### src/hw/rtl/exl_pkg.sv
// Shared types, token codes and character classification for the expression lexer.
// Used by expression_language_lexer_unit and its checker; depends on nothing else.

package exl_pkg;

   // Longest lexeme length that a word token reports before it saturates.
   localparam int MAX_LEXEME = 255;
   localparam logic [7:0] LEN_CAP = 8'((MAX_LEXEME < 255) ? MAX_LEXEME : 255);

   // Number of leading word bytes kept for keyword matching.
   localparam int HEAD_BYTES = 5;

   // Token kind codes.
   localparam logic [4:0] TK_EOI     = 5'd0;
   localparam logic [4:0] TK_SEMI    = 5'd1;
   localparam logic [4:0] TK_PLUS    = 5'd2;
   localparam logic [4:0] TK_MINUS   = 5'd3;
   localparam logic [4:0] TK_TIMES   = 5'd4;
   localparam logic [4:0] TK_DIV     = 5'd5;
   localparam logic [4:0] TK_MOD     = 5'd6;
   localparam logic [4:0] TK_GT      = 5'd7;
   localparam logic [4:0] TK_LT      = 5'd8;
   localparam logic [4:0] TK_EQ      = 5'd9;
   localparam logic [4:0] TK_LPAREN  = 5'd10;
   localparam logic [4:0] TK_RPAREN  = 5'd11;
   localparam logic [4:0] TK_ASSIGN  = 5'd12;
   localparam logic [4:0] TK_IF      = 5'd13;
   localparam logic [4:0] TK_THEN    = 5'd14;
   localparam logic [4:0] TK_WHILE   = 5'd15;
   localparam logic [4:0] TK_DO      = 5'd16;
   localparam logic [4:0] TK_BEGIN   = 5'd17;
   localparam logic [4:0] TK_END     = 5'd18;
   localparam logic [4:0] TK_ID      = 5'd19;
   localparam logic [4:0] TK_NUM     = 5'd20;
   localparam logic [4:0] TK_BADNUM  = 5'd21;
   localparam logic [4:0] TK_ILLEGAL = 5'd22;

   // Separator and special characters.
   localparam logic [7:0] CH_NEWLINE = 8'h0A;
   localparam logic [7:0] CH_TAB     = 8'h09;
   localparam logic [7:0] CH_SPACE   = 8'h20;
   localparam logic [7:0] CH_COLON   = 8'h3A;
   localparam logic [7:0] CH_EQUALS  = 8'h3D;

   typedef struct packed {
      logic [7:0] char_code;
      logic       end_of_input;
   } req_payload_type;

   typedef struct packed {
      logic [4:0]  token_kind;
      logic [7:0]  token_length;
      logic [15:0] line_number;
      logic        last;
   } rsp_payload_type;

   typedef logic [HEAD_BYTES-1:0][7:0] word_head_type;

   function automatic logic is_letter(input logic [7:0] c);
      return ((c >= "a") && (c <= "z")) || ((c >= "A") && (c <= "Z"));
   endfunction

   function automatic logic is_digit(input logic [7:0] c);
      return (c >= "0") && (c <= "9");
   endfunction

   // Kind of a single-character token; anything unlisted is illegal.
   function automatic logic [4:0] single_char_kind(input logic [7:0] c);
      logic [4:0] kind;
      case (c)
         ";":     kind = TK_SEMI;
         "+":     kind = TK_PLUS;
         "-":     kind = TK_MINUS;
         "*":     kind = TK_TIMES;
         "/":     kind = TK_DIV;
         "%":     kind = TK_MOD;
         ">":     kind = TK_GT;
         "<":     kind = TK_LT;
         "=":     kind = TK_EQ;
         "(":     kind = TK_LPAREN;
         ")":     kind = TK_RPAREN;
         default: kind = TK_ILLEGAL;
      endcase
      return kind;
   endfunction

   // Kind of a finished word. Keywords match on the whole word, case-sensitively.
   function automatic logic [4:0] word_kind(input word_head_type h, input logic [7:0] n,
                                            input logic starts_digit,
                                            input logic letter_after);
      logic [4:0] kind;
      if (n == 8'd2 && h[0] == "i" && h[1] == "f") begin
         kind = TK_IF;
      end else if (n == 8'd4 && h[0] == "t" && h[1] == "h" && h[2] == "e"
                   && h[3] == "n") begin
         kind = TK_THEN;
      end else if (n == 8'd5 && h[0] == "w" && h[1] == "h" && h[2] == "i"
                   && h[3] == "l" && h[4] == "e") begin
         kind = TK_WHILE;
      end else if (n == 8'd2 && h[0] == "d" && h[1] == "o") begin
         kind = TK_DO;
      end else if (n == 8'd5 && h[0] == "b" && h[1] == "e" && h[2] == "g"
                   && h[3] == "i" && h[4] == "n") begin
         kind = TK_BEGIN;
      end else if (n == 8'd3 && h[0] == "e" && h[1] == "n" && h[2] == "d") begin
         kind = TK_END;
      end else if (!starts_digit) begin
         kind = TK_ID;
      end else if (letter_after) begin
         kind = TK_BADNUM;
      end else begin
         kind = TK_NUM;
      end
      return kind;
   endfunction

endpackage

### src/hw/rtl/expression_language_lexer_unit.sv
// Streaming lexer top level: input register, one-pass token logic, result queue.
// Depends on exl_pkg for payload types, token codes and character functions.
//
//   Channel  Ports                           Direction  Carries
//   req      req_valid/req_stall/req_data    in         one character or end-of-input mark
//   rsp      rsp_valid/rsp_stall/rsp_data    out        one token per transfer
//
// One character is taken per cycle while req_stall is low; its tokens are written from the input
// register into a four-entry result queue and leave it at one per cycle while rsp_stall is low.
// Characters that make two tokens each are paced by the one-per-cycle output side,
// and any output stall backs up through the queue to the input.
// Reset is synchronous and clears the lexer state and the queue; no clearing pass.
// req_stall rises when the input register is full and the queue lacks room for two tokens.

module expression_language_lexer_unit (
   input  logic                    clock,
   input  logic                    reset,
   input  logic                    req_valid,
   output logic                    req_stall,
   input  exl_pkg::req_payload_type req_data,
   output logic                    rsp_valid,
   input  logic                    rsp_stall,
   output exl_pkg::rsp_payload_type rsp_data
);
   import exl_pkg::*;

   localparam int QDEPTH = 4;

   // Input register.
   logic            in_valid_ff, in_valid_in;
   req_payload_type in_data_ff;

   // Lexer state.
   logic          word_active_ff, word_active_in;
   logic          word_starts_digit_ff, word_starts_digit_in;
   logic          word_has_letter_after_ff, word_has_letter_after_in;
   logic [7:0]    word_count_ff, word_count_in;
   word_head_type word_head_ff, word_head_in;
   logic          colon_pending_ff, colon_pending_in;
   logic          line_has_content_ff, line_has_content_in;
   logic [15:0]   line_count_ff, line_count_in;

   // Result queue.
   rsp_payload_type queue_ff [QDEPTH];
   logic [1:0]      rd_ptr_ff, rd_ptr_in;
   logic [1:0]      wr_ptr_ff, wr_ptr_in;
   logic [2:0]      count_ff, count_in;

   logic            pop;
   logic            process;
   logic            take;
   logic [1:0]      n_res;
   rsp_payload_type res0, res1;

   logic [7:0]  c;
   logic        eoi;
   logic        word_char;
   logic        blank;
   logic [15:0] line_now;
   logic [4:0]  cur_word_kind;

   // Handshake and queue control.
   assign rsp_valid = (count_ff != 3'd0);
   assign rsp_data  = queue_ff[rd_ptr_ff];
   assign pop       = rsp_valid && !rsp_stall;
   assign process   = in_valid_ff && ((count_ff <= 3'd2) || ((count_ff == 3'd3) && pop));
   assign req_stall = in_valid_ff && !process;
   assign take      = req_valid && !req_stall;

   // Character classification for the item in the input register.
   assign c             = in_data_ff.char_code;
   assign eoi           = in_data_ff.end_of_input;
   assign word_char     = is_letter(c) || is_digit(c);
   assign blank         = (c == CH_SPACE) || (c == CH_TAB) || (c == CH_NEWLINE);
   assign cur_word_kind = word_kind(word_head_ff, word_count_ff, word_starts_digit_ff,
                                    word_has_letter_after_ff);

   // Line count after this character; a line is counted on its first nonblank character.
   always_comb begin
      line_now = line_count_ff;
      if (!eoi && !blank && !line_has_content_ff && (line_count_ff != 16'hFFFF)) begin
         line_now = 16'(line_count_ff + 16'd1);
      end
   end

   // Token logic for one character: next state and up to two tokens.
   always_comb begin
      logic done;
      done                     = 1'b0;
      n_res                    = 2'd0;
      res0                     = '0;
      res1                     = '0;
      word_active_in           = word_active_ff;
      word_starts_digit_in     = word_starts_digit_ff;
      word_has_letter_after_in = word_has_letter_after_ff;
      word_count_in            = word_count_ff;
      word_head_in             = word_head_ff;
      colon_pending_in         = colon_pending_ff;
      line_has_content_in      = line_has_content_ff;
      line_count_in            = line_now;

      if (eoi) begin
         // Flush a pending colon or word, then close the stream.
         if (colon_pending_ff) begin
            res0  = '{TK_ILLEGAL, 8'd1, line_count_ff, 1'b0};
            n_res = 2'd1;
         end
         if (word_active_ff) begin
            res0  = '{cur_word_kind, word_count_ff, line_count_ff, 1'b0};
            n_res = 2'd1;
         end
         if (n_res == 2'd0) begin
            res0 = '{TK_EOI, 8'd1, line_count_ff, 1'b0};
         end else begin
            res1 = '{TK_EOI, 8'd1, line_count_ff, 1'b0};
         end
         n_res                    = 2'(n_res + 2'd1);
         word_active_in           = 1'b0;
         word_starts_digit_in     = 1'b0;
         word_has_letter_after_in = 1'b0;
         word_count_in            = '0;
         word_head_in             = '0;
         colon_pending_in         = 1'b0;
         line_has_content_in      = 1'b0;
         line_count_in            = '0;
      end else begin
         // A pending colon becomes an assign or a lone illegal colon.
         if (colon_pending_ff) begin
            colon_pending_in = 1'b0;
            if (c == CH_EQUALS) begin
               res0 = '{TK_ASSIGN, 8'd2, line_now, 1'b0};
               done = 1'b1;
            end else begin
               res0 = '{TK_ILLEGAL, 8'd1, line_now, 1'b0};
            end
            n_res = 2'd1;
         end

         if (!done) begin
            if (!blank) begin
               line_has_content_in = 1'b1;
            end
            if (word_char) begin
               // Start or extend a word.
               if (!word_active_ff) begin
                  word_active_in           = 1'b1;
                  word_starts_digit_in     = is_digit(c);
                  word_has_letter_after_in = 1'b0;
                  word_count_in            = 8'd1;
                  word_head_in             = '0;
                  word_head_in[0]          = c;
               end else begin
                  if (word_count_ff < 8'(HEAD_BYTES)) begin
                     word_head_in[word_count_ff[2:0]] = c;
                  end
                  if (word_starts_digit_ff && is_letter(c)) begin
                     word_has_letter_after_in = 1'b1;
                  end
                  if (word_count_ff < LEN_CAP) begin
                     word_count_in = 8'(word_count_ff + 8'd1);
                  end
               end
            end else begin
               // A separator ends the word in progress.
               if (word_active_ff) begin
                  res0                     = '{cur_word_kind, word_count_ff, line_now, 1'b0};
                  n_res                    = 2'd1;
                  word_active_in           = 1'b0;
                  word_starts_digit_in     = 1'b0;
                  word_has_letter_after_in = 1'b0;
                  word_count_in            = '0;
                  word_head_in             = '0;
               end
               if (c == CH_NEWLINE) begin
                  line_has_content_in = 1'b0;
               end else if (!blank) begin
                  if (c == CH_COLON) begin
                     colon_pending_in = 1'b1;
                  end else if (n_res == 2'd0) begin
                     res0  = '{single_char_kind(c), 8'd1, line_now, 1'b0};
                     n_res = 2'd1;
                  end else begin
                     res1  = '{single_char_kind(c), 8'd1, line_now, 1'b0};
                     n_res = 2'd2;
                  end
               end
            end
         end
      end

      // Mark the final token of this character.
      if (n_res == 2'd1) begin
         res0.last = 1'b1;
      end else if (n_res == 2'd2) begin
         res1.last = 1'b1;
      end
   end

   // Input register and queue pointers.
   always_comb begin
      in_valid_in = in_valid_ff;
      if (process) begin
         in_valid_in = 1'b0;
      end
      if (take) begin
         in_valid_in = 1'b1;
      end
      rd_ptr_in = pop ? 2'(rd_ptr_ff + 2'd1) : rd_ptr_ff;
      wr_ptr_in = process ? 2'(wr_ptr_ff + n_res) : wr_ptr_ff;
      count_in  = 3'(count_ff + (process ? {1'b0, n_res} : 3'd0) - {2'b0, pop});
   end

   // Control registers.
   always_ff @(posedge clock) begin
      if (reset) begin
         in_valid_ff              <= 1'b0;
         rd_ptr_ff                <= '0;
         wr_ptr_ff                <= '0;
         count_ff                 <= '0;
         word_active_ff           <= 1'b0;
         word_starts_digit_ff     <= 1'b0;
         word_has_letter_after_ff <= 1'b0;
         word_count_ff            <= '0;
         word_head_ff             <= '0;
         colon_pending_ff         <= 1'b0;
         line_has_content_ff      <= 1'b0;
         line_count_ff            <= '0;
      end else begin
         in_valid_ff <= in_valid_in;
         rd_ptr_ff   <= rd_ptr_in;
         wr_ptr_ff   <= wr_ptr_in;
         count_ff    <= count_in;
         if (process) begin
            word_active_ff           <= word_active_in;
            word_starts_digit_ff     <= word_starts_digit_in;
            word_has_letter_after_ff <= word_has_letter_after_in;
            word_count_ff            <= word_count_in;
            word_head_ff             <= word_head_in;
            colon_pending_ff         <= colon_pending_in;
            line_has_content_ff      <= line_has_content_in;
            line_count_ff            <= line_count_in;
         end
      end
   end

   // Payload registers: input data and queue entries.
   always_ff @(posedge clock) begin
      if (take) begin
         in_data_ff <= req_data;
      end
      if (process && (n_res != 2'd0)) begin
         queue_ff[wr_ptr_ff] <= res0;
      end
      if (process && (n_res == 2'd2)) begin
         queue_ff[2'(wr_ptr_ff + 2'd1)] <= res1;
      end
   end

endmodule

### config.mk
export PLATFORM = sky130hd
export DESIGN_NAME = expression_language_lexer_unit
export DESIGN_NICKNAME = d
export VERILOG_FILES = /design/src/hw/rtl/exl_pkg.sv /design/src/hw/rtl/expression_language_lexer_unit.sv
export SDC_FILE = /design/constraint.sdc
export NUM_CORES = 1
export LEC_CHECK = 0
export ABC_CLOCK_PERIOD_IN_PS = 3300
export BUFFER_PORTS_ARGS = -buffer_cell sky130_fd_sc_hd__buf_2
export CAP_MARGIN = 20
export CORE_MARGIN = 1
export CORE_UTILIZATION = 40
export CTS_CLUSTER_DIAMETER = 150
export DETAILED_ROUTE_END_ITERATION = 6
export PLACE_DENSITY_LB_ADDON = 0.05
export REMOVE_ABC_BUFFERS = 1
export SYNTH_ARGS = -nofsm -noshare
export SYNTH_HDL_FRONTEND = slang
export SYNTH_SLANG_ARGS = --single-unit
### constraint.sdc
create_clock -name clock -period 3.3 [get_ports clock]
set_input_delay 0.495 -clock clock [delete_from_list [all_inputs] [get_ports clock]]
set_output_delay 0.495 -clock clock [all_outputs]
set_load 0.02 [all_outputs]
==> results of run 1 <==
[area by class of cell]
class / instances / area share (%)
Clock inverter: 8 / 1.20
Inverter: 15 / 0.427
Multi-Input combinational cell: 810 / 40.5
Tap cell: 341 / 3.24
Clock buffer: 38 / 5.75
Timing Repair Buffer: 166 / 9.58
Sequential cell: 208 / 39.3
[how the worst max path moves through the flow]
stage / start / endpoint / cells past startpoint
finish: c[3]$_DFFE_PP_ / count_ff[2]$_SDFF_PP0_ / 14
detailed placement: c[0]$_DFFE_PP_ / count_ff[2]$_SDFF_PP0_ / 14
floorplan: c[2]$_DFFE_PP_ / queue_ff[2][0]$_DFFE_PP_ / 6
global route: c[0]$_DFFE_PP_ / count_ff[2]$_SDFF_PP0_ / 16
CTS: c[3]$_DFFE_PP_ / count_ff[2]$_SDFF_PP0_ / 14
global placement: c[0]$_DFFE_PP_ / count_ff[2]$_SDFF_PP0_ / 14
[flip-flops by register name, indices dropped and copies added (netlist names), named ones only]
name	cells
count_ff	3
word_head_ff	40
word_starts_digit_ff	1
eoi	1
line_count_ff	16
colon_pending_ff	1
word_active_ff	1
word_has_letter_after_ff	1
c	8
wr_ptr_ff	2
rd_ptr_ff	2
word_count_ff	8
in_valid_ff	1
line_has_content_ff	1
queue_ff	120
[worst max-delay path: stages, from the launching register on]
cell and delay [ps]:
edfxtp_1 410, or4_4 570, nor3_2 160, nor3_1 100, or4_4 510, nand2b_1 110, nand2_1 60, ha_1 280
inv_1 50, ha_1 120, inv_1 50, fa_1 380, xnor2_1 190, xnor2_1 140, nor2_1 50
[stage by stage]
| step | TNS (ps) | instance area [sq um] | instances |
|---|---|---|---|
| after global placement | -25.5 | 12100 | 1533 |
| final | 0 | 13200 | 1586 |
| after CTS | 0 | 13100 | 1583 |
| after detailed placement | -128 | 12100 | 1533 |
| after global routing | -160 | 13200 | 1586 |
| after floorplan | -136960 | 10500 | 1033 |
[cell usage in the layout (no fill, tap or decap), types with 25 or more instances in the layout]
cell type,n
buf_2,44
nand3_1,65
nand2_1,93
a21oi_1,85
nor3_1,30
o21ai_0,57
edfxtp_1,101
nor2_1,69
mux4_2,30
dfxtp_1,106
buf_4,112
o22ai_1,82
a22oi_1,25
clkbuf_16,27
[report_power, final]
| group | total [mW] | internal, mW | switching, mW |
|---|---|---|---|
| logic | 1.38 | 0.579 | 0.801 |
| clock network | 3.03 | 1.90 | 1.13 |
| registers | 2.89 | 2.79 | 0.0915 |
| total | 7.29 | 5.27 | 2.02 |
[layer usage]
| layer | vias up | GRT usage, % |
|---|---|---|
| li1 | 4533 | - |
| met3 | 54 | 2.62 |
| met4 | 0 | 7.46 |
| met2 | 346 | 37.0 |
| met1 | 4605 | 35.7 |
| met5 | - | 0 |
[cells by family (layout without fill, tap and decap cells)]
| group | after synthesis | after routing |
|---|---|---|
| xor gates and xnor gates | 14 | 14 |
| and+or+nand+nor | 414 | 414 |
| AOI/OAI and AO/OA | 340 | 340 |
| buffers and inverters | 109 | 227 |
| DFF | 208 | 208 |
| adders and majority gates | 11 | 11 |
| muxes | 31 | 31 |
[timing repair]
action | 4_1_cts | 5_1_grt
cloned | 0 | 2
setup buffers | 4 | 1
gates resized for setup | 4 | 8
setup endpoints to repair | 1 | 102
pin swaps | 0 | 4
==> run_results.csv, run 1 <==
group,metric,value,unit
clocking,cts_buffers,25,
logic_synthesis,synth.most_common_cell,"dfxtp_1",
logic_synthesis,synth_edf_count,101,
power_and_ir_drop,leakage,4.38,nW
layout,n_fill_cell,2585,
hold_path,hp-class,"in2reg",
layout,multi_input_area,5350,sq um
sta,finalCriticalPeriod,3280,ps
logic_synthesis,ys_top_cells_by_area,"edfxtp_1, dfxtp_1, mux4_2",
logic_synthesis,async_reset_ff_share,0,%
setup_path,end_kind,"flip-flop",
global_route,grt_pass1_vias,9192,
routing,met3WireLength,2.15,mm
place,dp_slack,-128,ps
routing,drtIter0Drc,1018,
layout,area_delta_synth_final,20.9,%
setup_path,r2r-start,"c[3]$_DFFE_PP_",
floorplan,io_pins,45,
place,globalplace.congestion,0.876,
global_route,grt_pass1_wl,52.8,mm
logic_synthesis,synth_top_area_share,27.8,%
hold_path,hp-start,"req_data[7]",
floorplan,die_h,167,um
sta,finalHoldViolCount,0,
global_route,grt_overflow,0,
setup_path,crit_type,"reg2reg",
clocking,clk_path_buf_depth,3,
setup_path,required,3720,ps
hold_path,hold-path-endpoint,"c[6]$_DFFE_PP_",
place,dp.final_hpwl,22.9,mm
routing,dr_wl_met2,14.9,mm
global_route,grt_max_degree,39,
routing,via_per_inst,6.01,
floorplan,core,26900,sq um
setup_path,worstSetupStartpointType,"flip-flop",
clocking,numClockSinks,208,
logic_synthesis,synth_compound_area_share,19.6,%
logic_synthesis,yosys.area_share.xor_xnor,1.12,%
sta,setup_viol_count_final,0,
sta,worstMarginPinSlew,927,ps
logic_synthesis,synthMuxAreaShare,6.29,%
clocking,cts_tree,"done",
routing,vias,9538,
logic_synthesis,synth_fa_ha_area_share,1.33,%
clocking,htree_levels,1,
sta,fin_ws,22.0,ps
logic_synthesis,synthesis.area,10900,sq um
layout,final_layout_size_suffix_gt1_share,21.5,%
clocking,clk-insertion-delay-late,550,ps
layout,antenna-diode-count,0,
sta,finClkSkew,9.57,ps
routing,drt_wl_total,33.8,mm
logic_synthesis,ys_ff_latch,208,
layout,fin_util,49.1,%
logic_synthesis,yosys.area_share.simple,20.2,%
logic_synthesis,synth_top_family_by_area,"simple AND/OR/NAND/NOR gates",
routing,ant_nets,0,
logic_synthesis,synth_ff_type,"dfxtp_1",
floorplan,start_util,40.6,%
sta,finalCritPeriodShare,99.3,%
floorplan,die_w,167,um
routing,routedWlPerCell,21.3,um
setup_path,r2r-end,"count_ff[2]$_SDFF_PP0_",
logic_synthesis,synth_common_cells,"dfxtp_1, edfxtp_1, nand2_1",
layout,nets,1250,
floorplan,dieArea,27900,sq um
sta,rsz0062_at_grt,"true",
clocking,cts-root-buf,"clkbuf_16",
power_and_ir_drop,peakVddDrop,0.402,mV
global_route,antenna_found_initial,0,
sta,hold_ws,126,ps
setup_path,r2r_slack,20,ps
logic_synthesis,synth.yosys.seq_area_share,47.4,%
global_route,grtUsageTotal,24.1,%
run_status,outcome,"finished clean",
routing,highest_layer,"met4",
power_and_ir_drop,powerDensity,553,nW/um^2
run,max_cap_violations,0,
setup_path,r2r_cells,14,
logic_synthesis,synthCells,1127,
routing,drc,0,
hold_path,holdPathStages,1,
sta,slew_headroom,38.2,%
logic_synthesis,syn_avg_cell_area,9.68,sq um
setup_path,arrival,3700,ps
clocking,path_clk_slew,60,ps
layout,regArea,5180,sq um
clocking,holdBufCountCts,0,
logic_synthesis,synth_cell_types,72,
setup_path,worst-path-max-fanout,3,
place,port_buffers,44,
routing,wl_met1,16.0,mm
logic_synthesis,ys_warn_count,0,
logic_synthesis,synth.largest_area_cell,"edfxtp_1",
sta,clock.fmax,305,MHz
floorplan,num_rows,60,
sta,slew_viol_final,0,
routing,first_pass_iters,5,
power_and_ir_drop,p_total,7.29,mW
(Power assumes the default switching activity.)
==> run 2: changes to the inputs <==
--- a/config.mk
+++ b/config.mk
@@ -12,7 +12,7 @@
 export CORE_UTILIZATION = 40
 export CTS_CLUSTER_DIAMETER = 150
 export DETAILED_ROUTE_END_ITERATION = 6
-export PLACE_DENSITY_LB_ADDON = 0.05
+export PLACE_DENSITY = 0.63
 export REMOVE_ABC_BUFFERS = 1
 export SYNTH_ARGS = -nofsm -noshare
 export SYNTH_HDL_FRONTEND = slang
==> run 2 against run 1 <==
  * First-iteration DRC count up 0.49%
  * Final cell count down 1.8%
  * Via count up 0.66%
  * Combinational power up 8%
  * Utilization down 0.63 points
  * Design area down 1.3%
  * Sequential cell count unchanged
  * Hold slack better by 28 ps
  * Die area unchanged
  * Critical path type unchanged
  * Critical endpoint is now queue_ff[0][17]$_DFFE_PP_
==> run_results.csv, run 2 (synthesis results as in run 1) <==
group,metric,value,unit
layout,final_common_cell,"dfxtp_1",
setup_path,r2r-start,"c[6]$_DFFE_PP_",
routing,first_pass_iters,5,
floorplan,die_w,167,um
routing,vias,9601,
sta,finalHoldViolCount,0,
global_route,antenna_found_initial,0,
setup_path,cpPeakStageDelay,540,ps
floorplan,num_rows,60,
sta,finalCriticalPeriod,3240,ps
setup_path,cp-startpoint,"c[6]$_DFFE_PP_",
routing,drc,0,
setup_path,crit_path_frequent_cell,"buf_4",
setup_path,critPathBufInv,4,
place,dp.final_hpwl,21.1,mm
clocking,htree_levels,1,
routing,ant_nets,0,
clocking,cts_tree,"done",
floorplan,die_h,167,um
layout,top_regs,"queue_ff x120, word_head_ff x40, line_count_ff x16",
sta,setup_viol_count_final,0,
routing,drt_wl_total,32.1,mm
layout,stdcell_area,13000,sq um
place,dp_slack,-58.2,ps
global_route,grt_max_degree,39,
layout,top_register,"queue_ff",
floorplan,dieArea,27900,sq um
setup_path,crit_type,"reg2reg",
setup_path,cp.depth,10,
global_route,grt_overflow,0,
setup_path,path_delay_family,"simple AND/OR/NAND/NOR gates",
setup_path,cpMaxStageDelayCell,"or4_1",
setup_path,r2r_cells,10,
layout,final_cell_mix,"dfxtp_1, edfxtp_1, nand2_1, a21oi_1, o22ai_1",
place,port_buffers,44,
layout,final_layout_size_suffix_gt1_share,20.5,%
setup_path,r2r-end,"queue_ff[0][17]$_DFFE_PP_",
floorplan,start_util,40.6,%
global_route,grtUsageTotal,22.5,%
setup_path,required,3530,ps
hold_path,holdPathStages,1,
sta,fin_ws,59.6,ps
setup_path,path_cells,"or3b_4 > buf_4 > or3_4 > a21oi_2 > buf_4 > nor4_1 > or4_1 > and2_1 > inv_2 > clkbuf_16",
floorplan,io_pins,45,
routing,drtIter0Drc,1023,
sta,finClkSkew,13.9,ps
floorplan,core,26900,sq um
power_and_ir_drop,powerDensity,544,nW/um^2
place,globalplace.congestion,0.942,
global_route,grt_pass1_wl,50.6,mm
hold_path,hp-class,"in2reg",
layout,layoutNonFillerInstCount,1557,
setup_path,end_kind,"flip-flop",
layout,antenna-diode-count,0,
layout,fin_util,48.4,%
clocking,clk_path_buf_depth,3,
clocking,holdBufCountCts,0,
global_route,grt_pass1_vias,9217,
sta,slew_viol_final,0,
clocking,clk-insertion-delay-late,520,ps
run,max_cap_violations,0,
routing,routedWlPerCell,20.6,um
layout,area_delta_synth_final,19.3,%
place,dp.cells,1502,
setup_path,worstSetupStartpointType,"flip-flop",
sta,slew_headroom,39.0,%
routing,via_per_inst,6.17,
clocking,numClockSinks,208,
setup_path,arrival,3470,ps
hold_path,hp-start,"req_data[7]",
sta,finalCritPeriodShare,98.2,%
clocking,cts-root-buf,"clkbuf_16",
hold_path,hold-path-endpoint,"c[6]$_DFFE_PP_",
power_and_ir_drop,leakage,4.27,nW
clocking,path_clk_slew,60,ps
layout,largest_reg_flops,120,
setup_path,r2r_slack,60,ps
layout,nets,1222,
setup_path,worst-path-max-fanout,11,
run_status,outcome,"finished clean",
clocking,cts_buffers,24,
sta,rsz0062_at_grt,"true",
place,place_area,12000,sq um
power_and_ir_drop,peakVddDrop,0.414,mV
sta,worstMarginPinSlew,915,ps
sta,clock.fmax,309,MHz
[run 2: cell types whose count changed in the layout (fill, tap and decap cells not counted), sizes merged]
cell    before  now
clkbuf      40   34
bufinv       4    3
buf        164  137
clkinv       2    7
[run 2: power by group]
group          total (mW)  internal (mW)  leakage, nW  switching [mW]
logic                1.49          0.612         2.04           0.879
registers            2.85           2.79         1.83          0.0556
clock network        2.73           1.67        0.400            1.07
total                7.07           5.07         4.27            2.00
[run 2: stage by stage]
| stage | total power [mW] | setup TNS, ps | hold slack (ps) |
|---|---|---|---|
| 2_1_floorplan | 3.77 | -136960 | 421 |
| 3_3_place_gp | 4.27 | 0 | 433 |
| 3_5_place_dp | 4.29 | -58.2 | 442 |
| 4_1_cts | 7.01 | 0 | 143 |
| 5_1_grt | 7.33 | -49.5 | 143 |
| 6_report | 7.07 | 0 | 153 |
[run 2: area by class of cell]
cell class / instances / area [sq um]
multi-input cells: 810 / 5430
well taps: 341 / 427
clock buffers: 32 / 672
fillers: 2482 / 13900
inverters: 15 / 58.8
clock inverters: 12 / 141
repair buffers: 139 / 1110
flip-flops and latches: 208 / 5180
[run 2: routing by layer]
| metal | GRT usage, % | part of all wire (%) |
|---|---|---|
| met1 | 31.7 | 43 |
| met2 | 36.6 | 47 |
| met3 | 2.67 | 7.6 |
| met4 | 6.50 | 2.3 |
| met5 | 0 | 0 |
[run 2: worst register-to-register path, stage by stage (launching register included)]
cell       delay, ps
edfxtp_1         460
or3b_4           450
buf_4            160
or3_4            390
a21oi_2          180
buf_4            140
nor4_1            70
or4_1            540
and2_1           210
inv_2            140
clkbuf_16        210
[run 2: worst max path at each step]
stage / endpoint / slack, ps
finish: queue_ff[0][17]$_DFFE_PP_ / 60
global placement: count_ff[2]$_SDFF_PP0_ / 20
detailed placement: count_ff[2]$_SDFF_PP0_ / -60
floorplan: queue_ff[2][0]$_DFFE_PP_ / -1650
CTS: count_ff[2]$_SDFF_PP0_ / 50
global route: count_ff[2]$_SDFF_PP0_ / -30
[run 2: timing repair]
action / CTS / global route
resized for setup: 3 / 27
setup endpoints to repair: 1 / 121
cloned: 0 / 2
buffers inserted: 0 / 9
pin swaps: 2 / 14
==> run 3: changes to the inputs <==
==> constraint.sdc (replaced) <==
create_clock -name clock -period 3.3 [get_ports clock]
set_input_delay 0.33 -clock clock [delete_from_list [all_inputs] [get_ports clock]]
set_output_delay 0.33 -clock clock [all_outputs]
set_load 0.02 [all_outputs]
==> run 3 against run 2 <==
  * Clock-buffer cell count rose by 4
  * Critical path depth up 4
  * Via count down 0.75%
  * Critical path type unchanged
  * Largest power group unchanged
  * Critical endpoint is now count_ff[2]$_SDFF_PP0_
  * Sequential share of layout area rose by 0.63 points
  * Total power fell by 5.3%
  * Routed wire length fell by 1.1%
==> run_results.csv, run 3 (synthesis results as in run 1) <==
group,metric,value,unit
run_status,outcome,"finished clean",
sta,hold_ws,50.8,ps
setup_path,arrival,3660,ps
sta,rsz0062_at_grt,"true",
setup_path,cpMaxStageDelayCell,"or4_4",
power_and_ir_drop,powerDensity,523,nW/um^2
clocking,numClockSinks,208,
routing,drtIter0Drc,811,
sta,fin_ws,45.8,ps
layout,final_common_cell,"dfxtp_1",
place,globalplace.congestion,0.939,
floorplan,num_rows,60,
global_route,grt_max_degree,39,
sta,slew_viol_final,0,
place,port_buffers,44,
power_and_ir_drop,switchingPower,1.93,mW
sta,worstMarginPinSlew,851,ps
setup_path,r2r_cells,14,
layout,final_cell_mix,"dfxtp_1, edfxtp_1, nand2_1, a21oi_1, o22ai_1",
layout,final_layout_size_suffix_gt1_share,18.2,%
layout,nets,1218,
layout,antenna-diode-count,0,
clocking,cts-root-buf,"clkbuf_16",
clocking,cts_tree,"done",
run,max_cap_violations,0,
sta,slew_headroom,43.3,%
layout,top_register,"queue_ff",
place,dp.final_hpwl,21.1,mm
hold_path,holdPathStages,3,
global_route,grtUsageTotal,22.7,%
setup_path,required,3710,ps
power_and_ir_drop,swShare,28.8,%
routing,drc,0,
setup_path,worstSetupStartpointType,"flip-flop",
setup_path,path_delay_family,"simple AND/OR/NAND/NOR gates",
routing,vias,9529,
setup_path,crit_type,"reg2reg",
clocking,htree_levels,1,
global_route,grt_pass1_vias,9306,
power_and_ir_drop,internal_power,4.77,mW
floorplan,io_pins,45,
setup_path,critPathBufInv,2,
floorplan,start_util,40.6,%
sta,finClkSkew,10.8,ps
power_and_ir_drop,peakVddDrop,0.341,mV
hold_path,hp-class,"in2reg",
sta,finalHoldViolCount,0,
place,dp_slack,-58.5,ps
setup_path,cpPeakStageDelay,570,ps
sta,clock.fmax,307,MHz
routing,first_pass_iters,5,
layout,fin_util,47.7,%
global_route,grt_pass1_wl,50.8,mm
layout,top_regs,"queue_ff x120, word_head_ff x40, line_count_ff x16",
clocking,clk-insertion-delay-late,520,ps
clocking,clk_path_buf_depth,3,
global_route,antenna_found_initial,0,
layout,n_fill_cell,2533,
global_route,grt_overflow,0,
clocking,cts_buffers,24,
floorplan,die_h,167,um
setup_path,path_cells,"or4_4 > nor3_2 > nor3_1 > or4_4 > nand2b_1 > nand2_1 > ha_1 > inv_1 > ha_1 > inv_1 > fa_2 > xnor2_2 > xnor2_1 > nor2_1",
sta,finalCritPeriodShare,98.6,%
routing,drt_wl_total,31.7,mm
floorplan,core,26900,sq um
layout,largest_reg_flops,120,
routing,ant_nets,0,
clocking,path_clk_slew,60,ps
sta,finalCriticalPeriod,3250,ps
setup_path,cp.depth,14,
power_and_ir_drop,leakage,4.17,nW
floorplan,dieArea,27900,sq um
place,dp.cells,1498,
sta,setup_viol_count_final,0,
layout,area_delta_synth_final,17.4,%
power_and_ir_drop,power_frac_seq,42.5,%
layout,layoutNonFillerInstCount,1549,
routing,via_per_inst,6.15,
floorplan,die_w,167,um
power_and_ir_drop,p_comb_share,21.1,%
routing,routedWlPerCell,20.5,um
setup_path,worst-path-max-fanout,3,
setup_path,end_kind,"flip-flop",
power_and_ir_drop,p_clk_share,36.5,%
-- run 3: cell count changes in the layout (fill, tap and decap cells not counted), sizes merged --
cell         delta
clkinvlp        -1
buf            -12
clkbuf          +3
dlygate4sd3     +9
clkinv          -4
bufinv          -3
-- run 3: repair_timing --
item | in CTS | in global routing
hold buffers | 9 | 0
resized for setup | 3 | 14
pin swaps | 1 | 1
endpoints found under the hold margin | 9 | 0
endpoints found under the setup margin | 1 | 117
setup buffers | 0 | 1
cloned | 0 | 1
-- run 3: routing by layer --
layer,track usage [%],routed length [um],vias to the layer above,share of wire [%]
met1,31.2,14200,4651,45
met4,6.74,713,0,2.2
li1,-,-,4470,-
met3,2.88,1930,52,6.1
met5,0,0,-,0
met2,37.3,14900,356,47
-- run 3: worst min-delay path: stages --
cell,delay [ps]
buf_2,90
nor2_1,40
nor2_1,70
-- run 3: worst paths after layout --
kind	endpoint	start	slack [ps]
max	count_ff[2]$_SDFF_PP0_	c[3]$_DFFE_PP_	50
min	in_valid_ff$_SDFFE_PP0P_	req_valid	50
max reg2reg	count_ff[2]$_SDFF_PP0_	c[3]$_DFFE_PP_	50
min reg2reg	word_head_ff[21]$_SDFFE_PP0P_	word_head_ff[21]$_SDFFE_PP0P_	440
-- run 3: power by group through the flow --
stage / sequential (mW) / combinational (mW) / clock [mW]
after global routing: 2.85 / 1.52 / 2.59
after global placement: 2.89 / 1.35 / 0
after CTS: 2.85 / 1.39 / 2.48
final: 2.85 / 1.41 / 2.44
after detailed placement: 2.90 / 1.37 / 0
after floorplan: 2.99 / 0.779 / 0
-- run 3: per-stage QoR --
stage / cell area (sq um) / power (mW) / TNS (ps)
6_report: 12800 / 6.70 / 0
5_1_grt: 12800 / 6.97 / -106
4_1_cts: 12700 / 6.72 / 0
3_5_place_dp: 11900 / 4.27 / -58.5
3_3_place_gp: 11900 / 4.25 / 0
2_1_floorplan: 10500 / 3.77 / -136960
-- run 3: layout make-up --
class / count / area (sq um) / area share [%]
clock buffer: 36 / 681 / 5.31
clock inverter: 4 / 22.5 / 0.176
inverter: 15 / 56.3 / 0.440
multi-input combinational: 810 / 5370 / 42.0
sequential: 208 / 5180 / 40.4
tap: 341 / 427 / 3.33
timing repair buffer: 135 / 1070 / 8.37
